--- config.mk ---
export PLATFORM = sky130hd
export DESIGN_NAME = radix_digit_string_converter
export DESIGN_NICKNAME = d
export VERILOG_FILES = /design/src/rdsc_pkg.sv /design/src/rdsc_cell.sv /design/src/rdsc_row.sv /design/src/radix_digit_string_converter.sv
export SDC_FILE = /design/constraint.sdc
export NUM_CORES = 2
export LEC_CHECK = 0
export BUFFER_PORTS_ARGS = -buffer_cell sky130_fd_sc_hd__buf_4
export CORE_ASPECT_RATIO = 2
export CORE_MARGIN = 5
export CORE_UTILIZATION = 60
export DETAILED_ROUTE_END_ITERATION = 12
export PLACE_DENSITY = 0.78
export RECOVER_POWER = 50
export SYNTH_ARGS = -nofsm -noshare
export SYNTH_HDL_FRONTEND = slang
export SYNTH_SLANG_ARGS = --single-unit
--- constraint.sdc ---
create_clock -name clk -period 6.5 [get_ports clk]
set_clock_uncertainty 0.05 [all_clocks]
set_input_delay 0.975 -clock clk [delete_from_list [all_inputs] [get_ports clk]]
set_output_delay 0.975 -clock clk [all_outputs]
set_load 0.02 [all_outputs]
--- src/rdsc_pkg.sv ---
// Shared types and constants for the radix digit string converter.
// No dependencies; imported by rdsc_cell, rdsc_row and the top level.
package rdsc_pkg;

  localparam int DIGIT_W   = 4;
  localparam int CHAR_W    = 8;
  localparam int BASE_W    = 5;
  localparam int CFG_IDX_W = 2;

  localparam logic [CFG_IDX_W-1:0] CFG_DIGIT_BASE   = 2'd0;
  localparam logic [CFG_IDX_W-1:0] CFG_ALPHABET_LOW  = 2'd1;
  localparam logic [CFG_IDX_W-1:0] CFG_ALPHABET_HIGH = 2'd2;

  localparam logic [BASE_W-1:0] DIGIT_BASE_RESET    = 5'd16;
  localparam logic [63:0]       ALPHABET_LOW_RESET  = 64'h3736_3534_3332_3130;
  localparam logic [63:0]       ALPHABET_HIGH_RESET = 64'h6665_6463_6261_3938;

  // control from the sequencer into the digit row
  typedef struct packed {
    logic clr;     // start of a new item
    logic feed;    // a value bit enters cell 0
    logic bit_in;  // that bit, MSB first
    logic shift;   // move digits one cell toward the top
  } rdsc_row_ctl_t;

  // status from the digit row back to the sequencer
  typedef struct packed {
    logic               done;       // carry wavefront has left the row
    logic               ovf;        // value needs more digits than the row holds
    logic [DIGIT_W-1:0] top_digit;
  } rdsc_row_sts_t;

endpackage

--- src/rdsc_cell.sv ---
// One digit cell: doubles its digit, adds the incoming carry, reduces by the base.
// Also acts as one stage of the output shift line. Depends on rdsc_pkg.
module rdsc_cell import rdsc_pkg::*; (
  input  logic               clk,
  input  logic [BASE_W-1:0]  base,
  input  logic               clr,
  input  logic               en,
  input  logic               cin,
  input  logic               shift,
  input  logic [DIGIT_W-1:0] shift_in,
  output logic [DIGIT_W-1:0] digit,
  output logic               cout
);

  logic [DIGIT_W-1:0] digit_r, digit_nxt;
  logic               carry_r, carry_nxt;
  logic [BASE_W-1:0]  dbl;
  logic [BASE_W-1:0]  red;
  logic               ge;

  // digit < base, so 2*digit + 1 < 2*base and one subtract is enough
  assign dbl = {digit_r, cin};
  assign ge  = (dbl >= base);
  assign red = dbl - base;

  always_comb begin
    digit_nxt = digit_r;
    carry_nxt = carry_r;
    priority if (clr) begin
      digit_nxt = '0;
      carry_nxt = 1'b0;
    end else if (en) begin
      digit_nxt = ge ? red[DIGIT_W-1:0] : dbl[DIGIT_W-1:0];
      carry_nxt = ge;
    end else if (shift) begin
      digit_nxt = shift_in;
    end
  end

  always_ff @(posedge clk) begin
    digit_r <= digit_nxt;
    carry_r <= carry_nxt;
  end

  assign digit = digit_r;
  assign cout  = carry_r;

endmodule

--- src/rdsc_row.sv ---
// Row of digit cells, least significant digit in cell 0, with the skewed
// enable line that walks the carry wavefront up the row. Depends on rdsc_pkg, rdsc_cell.
module rdsc_row import rdsc_pkg::*; #(
  parameter int MAX_DIGITS = 64
) (
  input  logic              clk,
  input  logic              rst_n,
  input  logic [BASE_W-1:0] base,
  input  rdsc_row_ctl_t     ctl,
  output rdsc_row_sts_t     sts
);

  logic [MAX_DIGITS-1:0] en_r, en_nxt;
  logic                  ovf_r, ovf_nxt;

  logic [DIGIT_W-1:0] digit_w [MAX_DIGITS];
  logic               cout_w  [MAX_DIGITS];

  // cell i takes each value bit after cell i-1; carries are registered between cells
  for (genvar i = 0; i < MAX_DIGITS; i++) begin : g_cell
    logic               en_i;
    logic               cin_i;
    logic [DIGIT_W-1:0] sin_i;

    if (i == 0) begin : g_first
      assign en_i  = ctl.feed;
      assign cin_i = ctl.bit_in;
      assign sin_i = '0;
    end else begin : g_rest
      assign en_i  = en_r[i-1];
      assign cin_i = cout_w[i-1];
      assign sin_i = digit_w[i-1];
    end

    rdsc_cell u_cell (
      .clk      (clk),
      .base     (base),
      .clr      (ctl.clr),
      .en       (en_i),
      .cin      (cin_i),
      .shift    (ctl.shift),
      .shift_in (sin_i),
      .digit    (digit_w[i]),
      .cout     (cout_w[i])
    );
  end

  always_comb begin
    if (ctl.clr) begin
      en_nxt  = '0;
      ovf_nxt = 1'b0;
    end else begin
      en_nxt  = {en_r[MAX_DIGITS-2:0], ctl.feed};
      // a carry out of the top cell means digits beyond the row
      ovf_nxt = ovf_r | (en_r[MAX_DIGITS-1] & cout_w[MAX_DIGITS-1]);
    end
  end

  always_ff @(posedge clk) begin
    if (!rst_n) begin
      en_r  <= '0;
      ovf_r <= 1'b0;
    end else begin
      en_r  <= en_nxt;
      ovf_r <= ovf_nxt;
    end
  end

  assign sts.done      = (en_r == '0);
  assign sts.ovf       = ovf_r;
  assign sts.top_digit = digit_w[MAX_DIGITS-1];

endmodule

--- src/radix_digit_string_converter.sv ---
// Unsigned integer to base-N character string, most significant digit first.
// Busy for each item while the value bits are fed and the carry wavefront runs through
//   the digit cell row, then while the row is shifted out, one cell per cycle; leading zeros give no beat.
// A new item is taken only while idle.
// Reset: synchronous, active low; idles the sequencer and restores the register defaults.
module radix_digit_string_converter import rdsc_pkg::*; #(
  parameter int VALUE_BITS = 64,
  parameter int MAX_BASE   = 16,
  parameter int MAX_DIGITS = 64
) (
  input  logic                 clk,
  input  logic                 rst_n,
  input  logic                 start,
  output logic                 busy,
  input  logic [63:0]          in_value,
  output logic                 out_strobe,
  output logic [CHAR_W-1:0]    out_digit_char,
  output logic                 out_last_digit,
  input  logic                 cfg_valid,
  output logic                 cfg_ready,
  input  logic [CFG_IDX_W-1:0] cfg_index,
  input  logic [63:0]          cfg_data
);

  localparam int FEED_W = $clog2(VALUE_BITS + 1);
  localparam int EMIT_W = $clog2(MAX_DIGITS + 1);
  localparam logic [BASE_W-1:0] MAX_BASE_V = BASE_W'(MAX_BASE);
  localparam logic [BASE_W-1:0] MIN_BASE_V = BASE_W'(2);

  localparam logic [1:0] ST_IDLE = 2'd0;
  localparam logic [1:0] ST_CONV = 2'd1;
  localparam logic [1:0] ST_EMIT = 2'd2;

  logic [BASE_W-1:0] digit_base_r;
  logic [63:0]       alphabet_low_r, alphabet_high_r;

  logic [1:0]            state_r, state_nxt;
  logic [VALUE_BITS-1:0] val_r, val_nxt;
  logic [FEED_W-1:0]     feed_left_r, feed_left_nxt;
  logic [EMIT_W-1:0]     emit_left_r, emit_left_nxt;
  logic                  seen_r, seen_nxt;

  logic                  out_strobe_r, out_strobe_nxt;
  logic [CHAR_W-1:0]     out_char_r, out_char_nxt;
  logic                  out_last_r, out_last_nxt;

  logic              accept;
  logic [BASE_W-1:0] base_eff;
  logic              leading;
  rdsc_row_ctl_t     row_ctl;
  rdsc_row_sts_t     row_sts;

  function automatic logic [CHAR_W-1:0] char_of(input logic [DIGIT_W-1:0] d,
                                                input logic [63:0] lo,
                                                input logic [63:0] hi);
    logic [63:0] w;
    w = d[3] ? hi : lo;
    return w[{d[2:0], 3'b000} +: CHAR_W];
  endfunction

  assign cfg_ready = 1'b1;

  always_ff @(posedge clk) begin
    if (!rst_n) begin
      digit_base_r    <= DIGIT_BASE_RESET;
      alphabet_low_r  <= ALPHABET_LOW_RESET;
      alphabet_high_r <= ALPHABET_HIGH_RESET;
    end else if (cfg_valid) begin
      unique case (cfg_index)
        CFG_DIGIT_BASE:    digit_base_r    <= cfg_data[BASE_W-1:0];
        CFG_ALPHABET_LOW:  alphabet_low_r  <= cfg_data;
        CFG_ALPHABET_HIGH: alphabet_high_r <= cfg_data;
        default: ;
      endcase
    end
  end

  always_comb begin
    priority if (digit_base_r < MIN_BASE_V) base_eff = MIN_BASE_V;
    else if (digit_base_r > MAX_BASE_V)     base_eff = MAX_BASE_V;
    else                                    base_eff = digit_base_r;
  end

  assign busy   = (state_r != ST_IDLE);
  assign accept = start && !busy;

  assign row_ctl.clr    = accept;
  assign row_ctl.feed   = (state_r == ST_CONV) && (feed_left_r != '0);
  assign row_ctl.bit_in = val_r[VALUE_BITS-1];
  assign row_ctl.shift  = (state_r == ST_EMIT);

  rdsc_row #(.MAX_DIGITS(MAX_DIGITS)) u_row (
    .clk   (clk),
    .rst_n (rst_n),
    .base  (base_eff),
    .ctl   (row_ctl),
    .sts   (row_sts)
  );

  // leading zeros stay silent unless the row overflowed or this is the final digit
  assign leading = !seen_r && !row_sts.ovf && (row_sts.top_digit == '0) &&
                   (emit_left_r != EMIT_W'(1));

  always_comb begin
    state_nxt      = state_r;
    val_nxt        = val_r;
    feed_left_nxt  = feed_left_r;
    emit_left_nxt  = emit_left_r;
    seen_nxt       = seen_r;
    out_strobe_nxt = 1'b0;
    out_char_nxt   = out_char_r;
    out_last_nxt   = out_last_r;
    unique case (state_r)
      ST_IDLE: begin
        if (start) begin
          state_nxt     = ST_CONV;
          val_nxt       = in_value[VALUE_BITS-1:0];
          feed_left_nxt = FEED_W'(VALUE_BITS);
        end
      end
      ST_CONV: begin
        if (feed_left_r != '0) begin
          val_nxt       = {val_r[VALUE_BITS-2:0], 1'b0};
          feed_left_nxt = feed_left_r - FEED_W'(1);
        end else if (row_sts.done) begin
          state_nxt     = ST_EMIT;
          emit_left_nxt = EMIT_W'(MAX_DIGITS);
          seen_nxt      = 1'b0;
        end
      end
      ST_EMIT: begin
        if (!leading) begin
          out_strobe_nxt = 1'b1;
          out_char_nxt   = char_of(row_sts.top_digit, alphabet_low_r, alphabet_high_r);
          out_last_nxt   = (emit_left_r == EMIT_W'(1));
          seen_nxt       = 1'b1;
        end
        emit_left_nxt = emit_left_r - EMIT_W'(1);
        if (emit_left_r == EMIT_W'(1)) begin
          state_nxt = ST_IDLE;
        end
      end
      default: begin
        state_nxt = ST_IDLE;
      end
    endcase
  end

  always_ff @(posedge clk) begin
    if (!rst_n) begin
      state_r      <= ST_IDLE;
      feed_left_r  <= '0;
      emit_left_r  <= '0;
      seen_r       <= 1'b0;
      out_strobe_r <= 1'b0;
    end else begin
      state_r      <= state_nxt;
      feed_left_r  <= feed_left_nxt;
      emit_left_r  <= emit_left_nxt;
      seen_r       <= seen_nxt;
      out_strobe_r <= out_strobe_nxt;
    end
  end

  always_ff @(posedge clk) begin
    val_r      <= val_nxt;
    out_char_r <= out_char_nxt;
    out_last_r <= out_last_nxt;
  end

  assign out_strobe     = out_strobe_r;
  assign out_digit_char = out_char_r;
  assign out_last_digit = out_last_r;

endmodule

=== Word-level counts from Yosys, hierarchy flattened ===
Cells that the tools add are included.

* Memories kept: 0
* Bits in read-only memories: 0
* Register bits: 609
* Input bits: 134
* Output and inout port bits: 12
* Latch bits: 0
* Memory bits (writable): 0
* Word-level logic and storage cells: 594

* Muxes and demuxes: 214
* Reductions and logical operators: 90
* Shift-type cells: 1
* Div/mod/pow operators: 0
* $mul: 0
* Eq/ne operators: 12
* Add/subtract/negate cells: 66
* Magnitude comparators: 66
* Bitwise gates (word level): 4

{| class="wikitable"
|+ Operator list
! cell !! count
|-
| $mux 4 || 192
|-
| $ge 5x5->1 || 64
|-
| $sub 4x4->4 || 64
|-
| $mux 64 || 3
|-
| $reduce_bool 2->1 || 67
|-
| $pmux 64 s2 || 1
|-
| $logic_not 64->1 || 1
|-
| $shiftx 64x7->8 || 1
|-
| $mux 7 || 4
|-
| $pmux 7 s2 || 2
|-
| $sub 7x1->7 const B || 2
|-
| $mux 5 || 2
|-
| $ne 2x2->1 const B || 5
|-
| $reduce_and 2->1 || 5
|-
| $mux 2 || 4
|-
| $reduce_and 4->1 || 2
|-
| $eq 7x1->1 const B || 1
|-
| $ne 7x1->1 const B || 1
|-
| $reduce_bool 7->1 || 1
|-
| $pmux 2 s3 || 1
|-
| $reduce_and 3->1 || 2
|-
| $gt 5x5->1 const B || 1
|-
| $logic_and 1x1->1 || 5
|-
| $lt 5x2->1 const B || 1
|-
| other kinds (12) || 21
|}

=== Longest topological paths before layout ===
* Depth in word-level cells: 6
* Gate-level depth with buffers: 10
* Depth with buffers taken out: 10

=== By module ===
Synthesis repeated with hierarchy kept, for this count alone.

* Cell total of the unflattened synthesis: 4,861
* Area, all modules: 42,324.3 um2

{| class="wikitable"
|+ By module, submodules not included
! module !! cells an instance !! area each (um2) !! times used !! seq. area each (um2)
|-
| rdsc_cell at u_row.g_cell[22].u_cell ... || 62 || 506.7 || 42 || 100.1
|-
| radix_digit_string_converter || 1,061 || 9,773.1 || 1 || 5,215.0
|-
| rdsc_cell at u_row.g_cell[0].u_cell ... || 47 || 425.4 || 22 || 100.1
|-
| rdsc_row || 162 || 1,909.3 || 1 || 1,301.2
|}

=== Worst setup path after synthesis ===
OpenSTA, ideal clock, no wires.

* Path kind: register to register
* Start: reg digit_base_r[2]
* End: reg u_row.g_cell[0].u_cell.digit_r[2]
* Buffers on the path: 0
* Clock period less this slack: 5.100 ns
* Library setup time: 0.117 ns
* Data arrival time: 4.933 ns
* Cell stages (with the launch flop): 11
* Path slack: 1.400 ns
* Data required time: 6.333 ns
* Cell sequence: dfxtp_1 nor2_1 nor2_1 nor2_1 inv_1 ha_1 a21o_1 a31oi_1 o21ai_1 mux2_2 a22o_1

* Cells in the longest elaborated chain, start to end: 6
* Elaborated cells on any way between the ends: 8
* Those cells by class: add/sub: 1; order compare: 3; mux: 4

{| class="wikitable"
|+ RTL lines
! what !! line !! source
|-
| start: declaration || radix_digit_string_converter.sv:34 || <nowiki>logic [BASE_W-1:0] digit_base_r;</nowiki>
|-
| start signal: assignment || radix_digit_string_converter.sv:70 || <nowiki>CFG_DIGIT_BASE: digit_base_r <= cfg_data[BASE_W-1:0];</nowiki>
|-
| $gt 5x5->1 || radix_digit_string_converter.sv:80 || <nowiki>else if (digit_base_r > MAX_BASE_V) base_eff = MAX_BASE_V;</nowiki>
|-
| $mux 5 || radix_digit_string_converter.sv:80 ||
|-
| $mux 5 (*) || radix_digit_string_converter.sv:79 || <nowiki>priority if (digit_base_r < MIN_BASE_V) base_eff = MIN_BASE_V;</nowiki>
|-
| $sub 4x4->4 / $ge 5x5->1 (equally long branches) || rdsc_cell.sv:24, rdsc_cell.sv:23 ||
|-
| $mux 4 (*) || rdsc_cell.sv:33 || <nowiki>digit_nxt = ge ? red[DIGIT_W-1:0] : dbl[DIGIT_W-1:0];</nowiki>
|-
| $mux 4 (*) || rdsc_cell.sv:32 || <nowiki>end else if (en) begin</nowiki>
|-
| end signal: assignment || rdsc_cell.sv:41 || <nowiki>digit_r <= digit_nxt;</nowiki>
|-
| end: declaration || rdsc_cell.sv:15 || <nowiki>logic [DIGIT_W-1:0] digit_r, digit_nxt;</nowiki>
|}

Mark *: on every way between the ends. The rest lies on a longest branch, timed or not.
A chain may end at the register's enable or synchronous reset.

=== Worst setup path after layout ===
* Start: reg state_r[1]
* End: reg u_row.g_cell[2].u_cell.digit_r[2]

* Cells in the longest elaborated chain, start to end: 3
* Elaborated cells on any way between the ends: 5
* Those cells by class: eq/ne: 1; reduce/logical: 4

{| class="wikitable"
|+ RTL lines
! what !! line !! source
|-
| start: declaration || radix_digit_string_converter.sv:37 || <nowiki>logic [1:0] state_r, state_nxt;</nowiki>
|-
| start signal: assignment || radix_digit_string_converter.sv:157 || <nowiki>state_r <= state_nxt;</nowiki>
|-
| $reduce_bool 2->1 || radix_digit_string_converter.sv:84 || <nowiki>assign busy = (state_r != ST_IDLE);</nowiki>
|-
| $logic_not 1->1 || radix_digit_string_converter.sv:85 || <nowiki>assign accept = start && !busy;</nowiki>
|-
| $logic_and 1x1->1 || radix_digit_string_converter.sv:85 ||
|-
| end signal: assignment || rdsc_cell.sv:41 ||
|-
| end: declaration || rdsc_cell.sv:15 ||
|}

Parallel ways exist; a longest one is shown, timed or not.

==> metrics.md <==
| Metric | Value |
|---|---|
| GRT overflow | `0` |
| Top FF cell, synth | `dfxtp_1` |
| Logic depth of the worst setup path including buffers | `5` |
| Pwr dens | `between 300 and 400 nW/um^2` |
| Share of layout cells above drive strength 1 | `0.0798` |
| Top achievable clock speed | `about 200 MHz` |
| Worst reg2reg startpoint | `state_r[1]$_SDFFE_PN0P_` |
| Root Buffer | `clkbuf_16` |
| Routed WL | `95.1 mm` |
| Clock latency at the later pin of the worst-skew pair | `between 0.6 and 0.7 ns` |
| Pin count of the biggest net entering global routing | `179` |
| Starting density of the core | `0.605` |
| Number of synthesized register bits | `about 610` |
| First-pass GRT wire length | `156 mm` |
| Synth async-reset ratio | `0` |
| GRT Total Usage | `0.271` |
| Crit end category | `register` |
| Slew headroom | `-1.66` |
| PostCTS Resize Cnt | `0` |
| Die Footprint | `around 68,000 sq um` |
| Commonest non-fill, non-tap cell in the layout | `nand2_1` |
| Tot Pwr | `approximately 15,000 uW` |
| Core Area | `62,000 sq um` |
| Leakage power total | `about 0.017 uW` |
| Layout Cells excl Fill | `roughly 5.4k` |
| Mapped Nets | `around 5.1k` |
| Number of global-route vias before repair | `between 30k and 40k` |
| Max incr delay on CP | `1.81 ns` |
| Worst hold path type | `reg2reg` |
| Setup crit start | `state_r[1]$_SDFFE_PN0P_` |
| Chip height | `364 um` |
| Row count | `approximately 130` |
| Delay-heaviest family, CP | `simple AND/OR/NAND/NOR gates` |
| R2r setup slk | `1.61 ns` |
| RSZ-0062 raised after global routing | `no` |
| Worst endpoint data arrival time | `roughly 5.4 ns` |
| CTS tree | `yes` |
| Outcome | `finished, violations left` |
| Cell count after synthesis | `around 4.6k` |
| Failing checks | `capacitance limit, slew limit` |
| Max Slew Vio Count | `roughly 730` |
| Via/cell ratio | `5.96` |
| Yosys warning total | `0` |
| First-pass detailed-route iteration total | `5` |
| Sum Neg Setup Slack | `0 ns` |
| Layout filler cell count | `5,421` |
| FF-to-FF End | `u_row.g_cell[2].u_cell.digit[2]$_SDFFE_PP0P_` |
| Area delta synth->final | `8.73%` |
| CP max FO | `101` |
| Setup bufs post-CTS | `0` |
| FF/Latch Area | `12,900 sq um` |
| Initial antenna violation count | `0` |
| Port Buffers | `~140` |
| Period utilization | `0.753` |
| Diodes inserted | `0` |
| Total number of vias | `about 32k` |
| Setup crit start kind | `register` |
| Max Root-Sink Buffers | `3` |
| CP required | `~7 ns` |
| Io pins | `between 100 and 150` |
| Final min period | `around 4.9 ns` |
| Post-synth EDFFs | `73` |
| Placed Instances | `between 5k and 6k` |
| DP HPWL | `62.2 mm` |
| Crit path buffers/inverters | `1` |
| # setup viols final | `0` |
| DRC viols | `0` |
| Pin slew with the least headroom to its limit | `around 4 ns` |
| Clk sinks | `a little over 600` |
| Clk pin slew, worst setup/hold paths | `around 0.070 ns` |
| Hold Buf Count CTS | `0` |
| Slowest cell on crit path | `nand2_1` |
| WL per Instance | `between 15 and 20 um` |
| Worst reg2reg path depth | `5` |
| Gpl congestion | `roughly 0.86` |
| Netlist Area Pre-Place | `approximately 38,000 sq um` |
| Iteration-0 DRC Markers | `about 1.7k` |
| Total CTS buffers | `55` |
| WHS Endpoint | `alphabet_high_r[51]$_SDFFE_PN0P_` |
| Sequential fraction of the synthesis area | `0.344` |
| Kind of critical path | `reg2reg` |
| Min-delay src | `alphabet_high_r[51]$_SDFFE_PN0P_` |
| H-tree Lvls | `2` |
| Multi-input logic area | `about 23,000 sq um` |
| Hold Path Cell Cnt | `2` |
| Die X | `187 um` |
| Final net count | `5,097` |
| Routed Antenna Nets | `0` |
| Syn avg cell area | `approximately 8 sq um` |
| Count of different cell masters after synthesis | `47` |
| Critical Path, Cell by Cell | `nor2_1 -> nand2_1 -> clkbuf_2 -> o21ai_0 -> a21oi_1` |
| VDD IR-drop max | `around 0.00031 V` |
| Final Hold Fails | `0` |
| Most frequent cells in the layout | `nand2_1 (705), nor2_1 (535), dfxtp_1 (535)` |
| # Max-Cap Violations | `9` |
| Final core occ | `0.658` |
[where the power goes]
group          switching, uW  internal (uW)
logic                   3670           2570
registers                771           4770
clock network           1540           1940
[metal layers]
metal,vias to the layer above,global-route usage,wire length [um]
met3,257,0.0349,4170
met2,733,0.527,50600
met1,15396,0.284,35600
met4,0,0.136,4740
li1,15820,-,-
met5,-,0,0
[stage by stage]
stage / hold WS (ns) / area, sq um / setup slack [ns]
5_1_grt: 0.420 / 40800 / 1.21
2_1_floorplan: 0.383 / 37500 / 1.40
3_3_place_gp: 0.388 / 39000 / 2.73
6_report: 0.402 / 40800 / 1.61
3_5_place_dp: 0.393 / 39000 / 2.62
4_1_cts: 0.403 / 40900 / 2.58
[cell type report]
cell class                      instances  area share
Multi-Input combinational cell       3540       0.564
Sequential cell                       609       0.317
Clock buffer                           75      0.0394
Timing Repair Buffer                  172      0.0303
Tap cell                              786      0.0241
Inverter                              197      0.0182
Clock inverter                         29     0.00742
[cells in the mapped netlist, drive strengths merged (2+ instances only)]
cell type | instances | area share
mux2i | 195 | 0.052
a21o | 66 | 0.013
mux4 | 40 | 0.024
nor3 | 8 | 0.0011
a21oi | 442 | 0.059
fa | 64 | 0.034
dfxtp | 536 | 0.29
nand4 | 5 | 0.00083
nand3 | 121 | 0.016
nor2 | 535 | 0.054
clkbuf | 208 | 0.021
inv | 197 | 0.020
xnor2 | 2 | 0.00047
a31oi | 73 | 0.012
o211ai | 12 | 0.0024
ha | 324 | 0.11
o21a | 119 | 0.024
or3 | 66 | 0.011
nand2 | 707 | 0.071
nand3b | 3 | 0.00060
buf | 33 | 0.0036
nand4b | 2 | 0.00047
and3 | 65 | 0.011
nand2b | 66 | 0.011
o31ai | 2 | 0.00040
o21ai | 380 | 0.051
and2 | 4 | 0.00067
nor2b | 65 | 0.011
a22o | 3 | 0.00070
xor2 | 70 | 0.016
mux2 | 64 | 0.019
edfxtp | 73 | 0.058
a41o | 3 | 0.00080
a211oi | 6 | 0.0012
nor4 | 19 | 0.0032
and3b | 2 | 0.00047
[flip-flops by register name (all words and copies together), names as in the netlist]
register	flops
val_r	64
u_row.ovf_r	1
u_row.g_cell.u_cell.digit	256
feed_left_r	7
state_r	2
out_digit_char	8
alphabet_low_r	64
out_last_digit	1
u_row.g_cell.u_cell.cout	64
alphabet_high_r	64
emit_left_r	7
out_strobe	1
seen_r	1
u_row.en_r	64
digit_base_r	5
[worst min-delay path, delay by kind of cell (launching register included)]
family / cells / cell delay, ns
compound gates: 1 / 0.05
flops: 1 / 0.31
simple gates: 1 / 0.05
[worst max-delay path by stage]
| stage | endpoint | slack [ns] |
|---|---|---|
| 4_1_cts | u_row.g_cell[14].u_cell.digit[0]$_SDFFE_PP0P_ | 2.58 |
| 5_1_grt | u_row.g_cell[29].u_cell.digit[2]$_SDFFE_PP0P_ | 1.21 |
| 3_3_place_gp | u_row.g_cell[6].u_cell.digit[0]$_SDFFE_PP0P_ | 2.73 |
| 3_5_place_dp | u_row.g_cell[44].u_cell.digit[0]$_SDFFE_PP0P_ | 2.62 |
| 6_report | u_row.g_cell[2].u_cell.digit[2]$_SDFFE_PP0P_ | 1.61 |
| 2_1_floorplan | u_row.g_cell[0].u_cell.digit[2]$_SDFFE_PP0P_ | 1.40 |
[logic make-up after synthesis]
group / synth area share
DFF: 0.344
buffers and inverters: 0.0442
muxes: 0.0952
AOI/OAI and AO/OA: 0.165
and+or+nand+nor: 0.192
other: 0.0000999
xor gates and xnor gates: 0.0168
adders and majority gates: 0.142
Note: power is estimated with default switching activity, not from simulation.
